===== config.mk =====
export PLATFORM = sky130hd
export DESIGN_NAME = output_fault_monitor_blinker
export DESIGN_NICKNAME = d
export VERILOG_FILES = /design/src/design/ofmb_pkg.sv /design/src/design/ofmb_cfg_regs.sv /design/src/design/ofmb_core.sv /design/src/design/output_fault_monitor_blinker.sv
export SDC_FILE = /design/constraint.sdc
export NUM_CORES = 1
export LEC_CHECK = 0
export BUFFER_PORTS_ARGS = -buffer_cell sky130_fd_sc_hd__buf_4
export CELL_PAD_IN_SITES_DETAIL_PLACEMENT = 0
export CELL_PAD_IN_SITES_GLOBAL_PLACEMENT = 1
export CORE_MARGIN = 2
export CORE_UTILIZATION = 30
export CTS_CLUSTER_SIZE = 25
export DETAILED_ROUTE_END_ITERATION = 8
export GPL_TIMING_DRIVEN = 0
export PLACE_DENSITY_LB_ADDON = 0.12
export SETUP_SLACK_MARGIN = 0.4
export SKIP_LAST_GASP = 1
export SYNTH_ARGS = -nofsm -noshare
export SYNTH_HDL_FRONTEND = slang
export SYNTH_SLANG_ARGS = --single-unit

===== constraint.sdc =====
create_clock -name clk -period 9.6 [get_ports clk]
set_input_delay 1.44 -clock clk [delete_from_list [all_inputs] [get_ports clk]]
set_output_delay 1.44 -clock clk [all_outputs]
set_load 0.05 [all_outputs]

===== src/design/ofmb_pkg.sv =====
// ----------------------------------------------------------------------------
// ofmb_pkg
// Shared types and constants for the output fault monitor and blinker.
// ----------------------------------------------------------------------------
`default_nettype none

package ofmb_pkg;

    localparam int MV_W      = 16;
    localparam int CODE_W    = 4;
    localparam int CNT_W     = 4;
    localparam int BLANK_W   = 2;
    localparam int IDX_W     = 7;
    localparam int CFG_IDX_W = 3;

    localparam int BLANK_SAMPLES_DEF = 3;

    localparam logic [CNT_W-1:0] PERSIST_LIMIT    = CNT_W'(8);
    localparam logic [IDX_W-1:0] LEAD_STEPS       = IDX_W'(5);
    localparam logic [IDX_W-1:0] LEAD_COLOR_STEPS = IDX_W'(3);
    localparam logic [IDX_W-1:0] STEPS_PER_CODE   = IDX_W'(6);
    localparam logic [IDX_W-1:0] CYCLE_BASE       = IDX_W'(15);

    typedef enum logic [1:0] {
        OP_MONITOR = 2'd0,
        OP_TICK    = 2'd1,
        OP_CLEAR   = 2'd2,
        OP_REPORT  = 2'd3
    } op_t;

    typedef enum logic [CFG_IDX_W-1:0] {
        CFG_OVP_CELL   = 3'd0,
        CFG_SHORT_OUT  = 3'd1,
        CFG_SHORT_FB   = 3'd2,
        CFG_OPEN_FB    = 3'd3,
        CFG_OPEN_OUT   = 3'd4,
        CFG_OPEN_CODE  = 3'd5,
        CFG_SHORT_CODE = 3'd6,
        CFG_OVP_CODE   = 3'd7
    } cfg_idx_t;

    typedef enum logic [1:0] {
        LED_OFF    = 2'd0,
        LED_RED    = 2'd1,
        LED_YELLOW = 2'd2,
        LED_GREEN  = 2'd3
    } led_t;

    typedef struct packed {
        op_t               operation;
        logic              output_enabled;
        logic [MV_W-1:0]   cell_mv;
        logic [MV_W-1:0]   out_mv;
        logic [MV_W-1:0]   fb_mv;
        logic [CODE_W-1:0] external_code;
    } item_t;

    typedef struct packed {
        logic [CODE_W-1:0] fault_code;
        logic              fault_active;
        logic              fault_fatal;
        logic [1:0]        led_state;
        logic [CNT_W-1:0]  fault_counter;
    } result_t;

    typedef struct packed {
        logic [MV_W-1:0]   ovp_cell_mv;
        logic [MV_W-1:0]   short_out_mv;
        logic [MV_W-1:0]   short_fb_mv;
        logic [MV_W-1:0]   open_fb_mv;
        logic [MV_W-1:0]   open_out_mv;
        logic [CODE_W-1:0] open_fault_code;
        logic [CODE_W-1:0] short_fault_code;
        logic [CODE_W-1:0] ovp_fault_code;
    } cfg_t;

endpackage

`default_nettype wire


===== src/design/ofmb_cfg_regs.sv =====
// ----------------------------------------------------------------------------
// ofmb_cfg_regs
// Threshold and fault code registers, written one per transfer.
// ----------------------------------------------------------------------------
`default_nettype none

module ofmb_cfg_regs
    import ofmb_pkg::*;
(
    input  wire logic                 clk,
    input  wire logic                 rst_n,
    input  wire logic                 wr_en,
    input  wire logic [CFG_IDX_W-1:0] wr_index,
    input  wire logic [MV_W-1:0]      wr_data,
    output cfg_t                      cfg
);

    cfg_t cfg_reg;
    cfg_t cfg_next;

    always_comb
    begin
        cfg_next = cfg_reg;
        if (wr_en)
        begin
            unique case (cfg_idx_t'(wr_index))
                CFG_OVP_CELL:   cfg_next.ovp_cell_mv      = wr_data;
                CFG_SHORT_OUT:  cfg_next.short_out_mv     = wr_data;
                CFG_SHORT_FB:   cfg_next.short_fb_mv      = wr_data;
                CFG_OPEN_FB:    cfg_next.open_fb_mv       = wr_data;
                CFG_OPEN_OUT:   cfg_next.open_out_mv      = wr_data;
                CFG_OPEN_CODE:  cfg_next.open_fault_code  = wr_data[CODE_W-1:0];
                CFG_SHORT_CODE: cfg_next.short_fault_code = wr_data[CODE_W-1:0];
                CFG_OVP_CODE:   cfg_next.ovp_fault_code   = wr_data[CODE_W-1:0];
                default:        cfg_next = cfg_reg;
            endcase
        end
    end

    always_ff @(posedge clk or negedge rst_n)
    begin
        if (!rst_n)
        begin
            cfg_reg.ovp_cell_mv      <= MV_W'(4400);
            cfg_reg.short_out_mv     <= MV_W'(19000);
            cfg_reg.short_fb_mv      <= MV_W'(4800);
            cfg_reg.open_fb_mv       <= MV_W'(500);
            cfg_reg.open_out_mv      <= MV_W'(32800);
            cfg_reg.open_fault_code  <= CODE_W'(1);
            cfg_reg.short_fault_code <= CODE_W'(2);
            cfg_reg.ovp_fault_code   <= CODE_W'(3);
        end
        else
        begin
            cfg_reg <= cfg_next;
        end
    end

    assign cfg = cfg_reg;

endmodule

`default_nettype wire


===== src/design/ofmb_core.sv =====
// ----------------------------------------------------------------------------
// ofmb_core
// Fault state update and result decode for one item per cycle while fire is high.
// ----------------------------------------------------------------------------
`default_nettype none

module ofmb_core
    import ofmb_pkg::*;
#(
    parameter int BLANK_SAMPLES = BLANK_SAMPLES_DEF
)
(
    input  wire logic  clk,
    input  wire logic  rst_n,
    input  wire logic  fire,
    input  wire item_t item,
    input  wire cfg_t  cfg,
    output result_t    result
);

    localparam logic [BLANK_W-1:0] BLANK_LIMIT = BLANK_W'(BLANK_SAMPLES);

    logic [BLANK_W-1:0] blank_count_reg, blank_count_next;
    logic [CNT_W-1:0]   persist_count_reg, persist_count_next;
    logic               last_kind_open_reg, last_kind_open_next;
    logic [CODE_W-1:0]  latched_code_reg, latched_code_next;
    logic [IDX_W-1:0]   display_index_reg, display_index_next;

    logic [IDX_W-1:0]   idx_inc;
    logic [IDX_W-1:0]   cycle_len;
    logic [IDX_W-1:0]   blink_end;
    logic [IDX_W-1:0]   blink_off;
    logic [14:0]        third_prod;
    logic [1:0]         led;
    logic               is_short;
    logic               is_open;

    assign is_short = (item.out_mv < cfg.short_out_mv) && (item.fb_mv > cfg.short_fb_mv);
    assign is_open  = (item.fb_mv < cfg.open_fb_mv) && (item.out_mv > cfg.open_out_mv);
    assign idx_inc  = display_index_reg + IDX_W'(1);
    assign cycle_len = CYCLE_BASE + IDX_W'(latched_code_reg) * STEPS_PER_CODE;

    always_comb
    begin
        blank_count_next    = blank_count_reg;
        persist_count_next  = persist_count_reg;
        last_kind_open_next = last_kind_open_reg;
        latched_code_next   = latched_code_reg;
        display_index_next  = display_index_reg;
        unique case (item.operation)
            OP_MONITOR:
            begin
                if (!item.output_enabled)
                begin
                    blank_count_next = '0;
                end
                else if (blank_count_reg < BLANK_LIMIT)
                begin
                    blank_count_next = blank_count_reg + BLANK_W'(1);
                end
                else
                begin
                    if (item.cell_mv > cfg.ovp_cell_mv)
                        latched_code_next = cfg.ovp_fault_code;
                    if (is_short)
                    begin
                        persist_count_next = (persist_count_reg < PERSIST_LIMIT) ?
                                             persist_count_reg + CNT_W'(2) : PERSIST_LIMIT;
                        last_kind_open_next = 1'b0;
                    end
                    else if (is_open)
                    begin
                        persist_count_next = (persist_count_reg < PERSIST_LIMIT) ?
                                             persist_count_reg + CNT_W'(1) : PERSIST_LIMIT;
                        last_kind_open_next = 1'b1;
                    end
                    else if (persist_count_reg != '0)
                    begin
                        persist_count_next = persist_count_reg - CNT_W'(1);
                    end
                    if (persist_count_next >= PERSIST_LIMIT)
                        latched_code_next = last_kind_open_next ? cfg.open_fault_code
                                                                : cfg.short_fault_code;
                end
            end
            OP_TICK:
            begin
                if (latched_code_reg == '0)
                    display_index_next = '0;
                else if (idx_inc >= cycle_len)
                    display_index_next = '0;
                else
                    display_index_next = idx_inc;
            end
            OP_CLEAR:  latched_code_next = '0;
            OP_REPORT: latched_code_next = item.external_code;
            default:   latched_code_next = latched_code_reg;
        endcase
    end

    // blink phase: (idx - 5) / 3 via reciprocal 171/512, exact for 7-bit values
    assign blink_end  = LEAD_STEPS + IDX_W'(latched_code_next) * STEPS_PER_CODE;
    assign blink_off  = display_index_next - LEAD_STEPS;
    assign third_prod = {8'd0, blink_off} * 15'd171;

    always_comb
    begin
        if (latched_code_next == '0)
            led = LED_OFF;
        else if (display_index_next < LEAD_STEPS)
            led = (display_index_next < LEAD_COLOR_STEPS) ?
                  display_index_next[1:0] + 2'd1 : LED_OFF;
        else if (display_index_next < blink_end)
            led = third_prod[9] ? LED_OFF : LED_RED;
        else
            led = LED_OFF;
    end

    always_comb
    begin
        result.fault_code    = latched_code_next;
        result.fault_active  = (latched_code_next != '0);
        result.fault_fatal   = (latched_code_next != '0) &&
                               (latched_code_next != cfg.open_fault_code) &&
                               (latched_code_next != cfg.short_fault_code) &&
                               (latched_code_next != cfg.ovp_fault_code);
        result.led_state     = led;
        result.fault_counter = persist_count_next;
    end

    always_ff @(posedge clk or negedge rst_n)
    begin
        if (!rst_n)
        begin
            blank_count_reg    <= '0;
            persist_count_reg  <= '0;
            last_kind_open_reg <= 1'b0;
            latched_code_reg   <= '0;
            display_index_reg  <= '0;
        end
        else if (fire)
        begin
            blank_count_reg    <= blank_count_next;
            persist_count_reg  <= persist_count_next;
            last_kind_open_reg <= last_kind_open_next;
            latched_code_reg   <= latched_code_next;
            display_index_reg  <= display_index_next;
        end
    end

    ap_persist_range: assert property (@(posedge clk) disable iff (!rst_n)
        persist_count_reg <= CNT_W'(9))
        else $error("persistence counter out of range");

    ap_index_range: assert property (@(posedge clk) disable iff (!rst_n)
        display_index_reg < IDX_W'(105))
        else $error("display index beyond longest cycle");

    ap_clear: assert property (@(posedge clk) disable iff (!rst_n)
        fire && item.operation == OP_CLEAR |=> latched_code_reg == '0)
        else $error("clear did not drop the fault code");

    ap_hold: assert property (@(posedge clk) disable iff (!rst_n)
        !fire |=> $stable(latched_code_reg) && $stable(persist_count_reg))
        else $error("fault state changed without a transfer");

endmodule

`default_nettype wire


===== src/design/output_fault_monitor_blinker.sv =====
// ----------------------------------------------------------------------------
// output_fault_monitor_blinker
// Converter fault monitor with persistence counter and blink-code indicator.
// ----------------------------------------------------------------------------
// Accepts one item per clock unless a waiting result is not taken: an item
// is captured in an input register, the fault state update and result
// decode run when it advances, and the result sits in an output register
// until taken. Throughput is one item per cycle while results are taken,
// set by the state update loop. Configuration writes are taken every cycle
// and must only be issued while no item is in flight.
`default_nettype none

module output_fault_monitor_blinker
    import ofmb_pkg::*;
#(
    parameter int BLANK_SAMPLES = BLANK_SAMPLES_DEF
)
(
    input  wire logic                 clk,
    input  wire logic                 rst_n,
    input  wire logic                 in_valid,
    output logic                      in_ready,
    input  wire item_t                in_data,
    output logic                      out_valid,
    input  wire logic                 out_ready,
    output result_t                   out_data,
    input  wire logic                 cfg_valid,
    output logic                      cfg_ready,
    input  wire logic [CFG_IDX_W-1:0] cfg_index,
    input  wire logic [MV_W-1:0]      cfg_data
);

    logic    in_valid_reg;
    item_t   in_item_reg;
    logic    out_valid_reg;
    result_t out_reg;
    logic    advance;
    cfg_t    cfg;
    result_t core_result;

    assign advance   = in_valid_reg && (!out_valid_reg || out_ready);
    assign in_ready  = !in_valid_reg || advance;
    assign cfg_ready = 1'b1;

    ofmb_cfg_regs u_cfg (
        .clk      (clk),
        .rst_n    (rst_n),
        .wr_en    (cfg_valid),
        .wr_index (cfg_index),
        .wr_data  (cfg_data),
        .cfg      (cfg)
    );

    ofmb_core #(
        .BLANK_SAMPLES (BLANK_SAMPLES)
    ) u_core (
        .clk    (clk),
        .rst_n  (rst_n),
        .fire   (advance),
        .item   (in_item_reg),
        .cfg    (cfg),
        .result (core_result)
    );

    always_ff @(posedge clk or negedge rst_n)
    begin
        if (!rst_n)
        begin
            in_valid_reg  <= 1'b0;
            out_valid_reg <= 1'b0;
        end
        else
        begin
            if (in_ready)
                in_valid_reg <= in_valid;
            if (advance)
                out_valid_reg <= 1'b1;
            else if (out_ready)
                out_valid_reg <= 1'b0;
        end
    end

    always_ff @(posedge clk)
    begin
        if (in_ready && in_valid)
            in_item_reg <= in_data;
        if (advance)
            out_reg <= core_result;
    end

    assign out_valid = out_valid_reg;
    assign out_data  = out_reg;

endmodule

`default_nettype wire

==> summary.txt <==
Status
  • Status: finished, final reports clean

Timing
  • Final setup TNS: 0 ps
  • RSZ-0062 raised after global routing: false
  • Final Hold Viols: 0
  • Clock skew: 18.2 ps
  • Period utilization: 0.809
  • Final setup viols: 0
  • Worst-Margin Slew: 968 ps
  • Slew HR: 0.353
  • FMAX: 129 MHz
  • Slew Limit Fails: 0
  • Min Clock Period, post-route: 7770 ps

Synthesis
  • Synth Area per Inst: 10.3 µm²
  • Seq/Total Area, Yosys: 0.426
  • Primary FF master, synth: dfrtp_1
  • EDFF count, synth: 67
  • Cell area after synthesis: 11,400 µm²
  • Yosys Warn Count: 0
  • Post-synth ARST share: 0.626
  • Register bit count reported by yosys: 179
  • Syn nets: 1,332
  • Post-Synthesis Cells: 1,108
  • Yosys cell types: 82

Global routing
  • GR peak layer: met2
  • Grt total ovfl: 0
  • Initial antenna violation count: 0
  • Largest net degree at the start of global routing: 86
  • GRT Util Overall: 0.156
  • GR Util met2: 0.257
  • M3 GR Usage: 0.0248
  • Vias in the first global route: 8,053
  • First-pass GRT wire length: 46,400 µm
  • Met1 Track Usage GR: 0.211

Clock network
  • Root Driver: clkbuf_16
  • Htree depth: 4
  • Clock slew at reported path FFs: 70 ps
  • Inserted Clock Buffers: 17
  • Cts-stage hold buffer count: 0
  • Clock Latency Late Sink: 460 ps
  • Max Root-Sink Buffers: 2
  • Post-cts sizing count: 0
  • CTS tree: yes
  • Clk sinks: 179
  • Post-CTS setup buffer count: 0

Setup path
  • Reg2reg start: u_core.latched_code_reg[2]
  • Worst Reg-to-Reg Cells: 33
  • Reg2reg setup slack: 1830 ps
  • Critical Path RT: 9770 ps
  • End of the worst register-to-register path: out_data[4]
  • Crit path capture: out_data[4]
  • Crit Path Class: reg -> reg
  • CP arrival: 7930 ps
  • Most frequent CP cell: ha_1
  • Setup crit end kind: flip-flop
  • Slowest stage delay, CP: 620 ps
  • Maximum fanout along the worst path: 9
  • CP Launch Point: u_core.latched_code_reg[2]
  • Crit path max-delay cell type: o21ai_1
  • Kind of start point of the critical path: flip-flop

Drt
  • Routed len/inst: 16.9 µm
  • Routed wire length: 29,400 µm
  • DR pass1 iterations: 5
  • Number of remaining DRC errors: 0
  • DR vias/cell: 4.73
  • 1st-iter DRT viols: 412
  • Detail Route Antenna Nets: 0
  • Via Count: 8,240

Cells and area
  • Fin nets: 1,443
  • Antenna fix cells: 0
  • Share of layout cells above drive strength 1: 0.188
  • P&R area growth vs syn: 17.4%
  • Most common cell after layout, fill and taps aside: ha_1
  • Max FFs per register: 92
  • Fin area: 13,400 µm²
  • Final core occ: 0.356
  • Most frequent cells in the layout: ha_1 (136), inv_1 (127), nand2_1 (114)

Floorplan
  • Core footprint: 37,500 µm²
  • Die area: 39,500 µm²
  • Num ports: 94
  • Cell row count: 71
  • Die W: 199 µm
  • Initial Utilization: 0.303
  • Die H: 199 µm

Place
  • DP Area: 12,700 µm²
  • DPL Wire Length: 22,300 µm
  • GPL Wtd Cong: 0.767
  • # port buffers: 91

Pwr
  • Power Total: 3.34 mW
  • VDD IR max: 0.136 mV
  • Pwr Density: 250 nW/µm²
  • Standby leakage power: 5.79 nW

Run
  • Total of max-cap violations: 0

Worst hold path
  • Hold Path Class: reg -> reg
  • Min-delay src: u_core.last_kind_open_reg
==> cells in the mapped netlist, drive strengths merged, types with 4 or more instances <==
library cell  instances  share of area
a21o                 11         0.0073
a311oi                6         0.0046
xnor2                19          0.015
o21ai                96          0.042
and2                  8         0.0044
a21oi                50          0.023
nand2b               12         0.0073
inv                 127          0.042
nand2               115          0.038
and4                  5         0.0041
a22o                  4         0.0031
dfstp                26          0.060
nand3                20         0.0088
nand4                15         0.0082
a2111oi               4         0.0069
nor3                 24          0.011
xor2                  7         0.0054
nor2b                 6         0.0033
clkbuf               31          0.010
o21a                  7         0.0046
edfxtp               67           0.18
buf                   9         0.0071
mux2                 48          0.048
ha                  136           0.15
nand3b                4         0.0026
or3                  17         0.0098
mux2i                 6         0.0056
o211ai               14         0.0092
a31oi                 4         0.0022
fa                    9          0.016
a21boi                6         0.0040
o311ai                4         0.0031
nor4                 21          0.013
nor4b                 4         0.0031
a211oi               10         0.0077
dfrtp                86           0.19
nor2                 27         0.0096
==> worst min path at each step <==
stage | end | slack, ps | cells after the start
floorplan | out_valid | 460 | 1
CTS | u_core.last_kind_open_reg | 500 | 1
global route | u_core.last_kind_open_reg | 520 | 1
global placement | out_valid | 470 | 1
detailed placement | out_valid | 480 | 1
finish | u_core.last_kind_open_reg | 490 | 1
==> stage by stage <==
| step | hold slack (ps) | setup slack, ps | std cells |
|---|---|---|---|
| 4_1_cts | 501 | 1650 | 1743 |
| 5_1_grt | 521 | 1040 | 1743 |
| 6_report | 491 | 1830 | 1743 |
| 3_3_place_gp | 473 | 1740 | 1710 |
| 3_5_place_dp | 484 | 1700 | 1711 |
| 2_1_floorplan | 457 | 2880 | 1108 |
==> worst max-delay path, delay by kind of cell, from the launching register on <==
| family | cells | cell delay (ps) |
|---|---|---|
| buffers and inverters | 4 | 460 |
| flip-flops | 1 | 540 |
| adder cells (fa/ha/maj) | 8 | 2730 |
| AO/OA/AOI/OAI | 9 | 1880 |
| AND/OR/NAND/NOR | 8 | 1170 |
| XOR/XNOR | 4 | 710 |
==> area by class of cell <==
| cell class | instances | area (µm²) |
|---|---|---|
| sequential | 179 | 4850 |
| tap | 511 | 639 |
| timing repair buffer | 92 | 714 |
| buffer | 40 | 199 |
| fill | 3873 | 24100 |
| inverter | 127 | 477 |
| clock inverter | 14 | 196 |
| multi-input combinational | 762 | 5860 |
| clock buffer | 18 | 429 |
==> routing by layer <==
layer,part of all wire,routed length [µm]
met5,0,0
met4,0.016,474
met3,0.022,652
met2,0.47,13900
met1,0.49,14400
==> power breakdown <==
group          total (mW)  internal [mW]  switching (mW)
logic                1.55          0.687           0.867
clock network       0.765          0.419           0.346
registers            1.02          0.940          0.0770
total                3.34           2.05            1.29
==> logic make-up after synthesis <==
kind of cell    synth area share
buf+inv                   0.0594
compound gates             0.139
xor+xnor                  0.0200
simple gates               0.135
mux                       0.0551
fa+ha+maj                  0.165
other cells             0.000330
flops                      0.426
No activity file was read; power rests on OpenSTA's default activity.
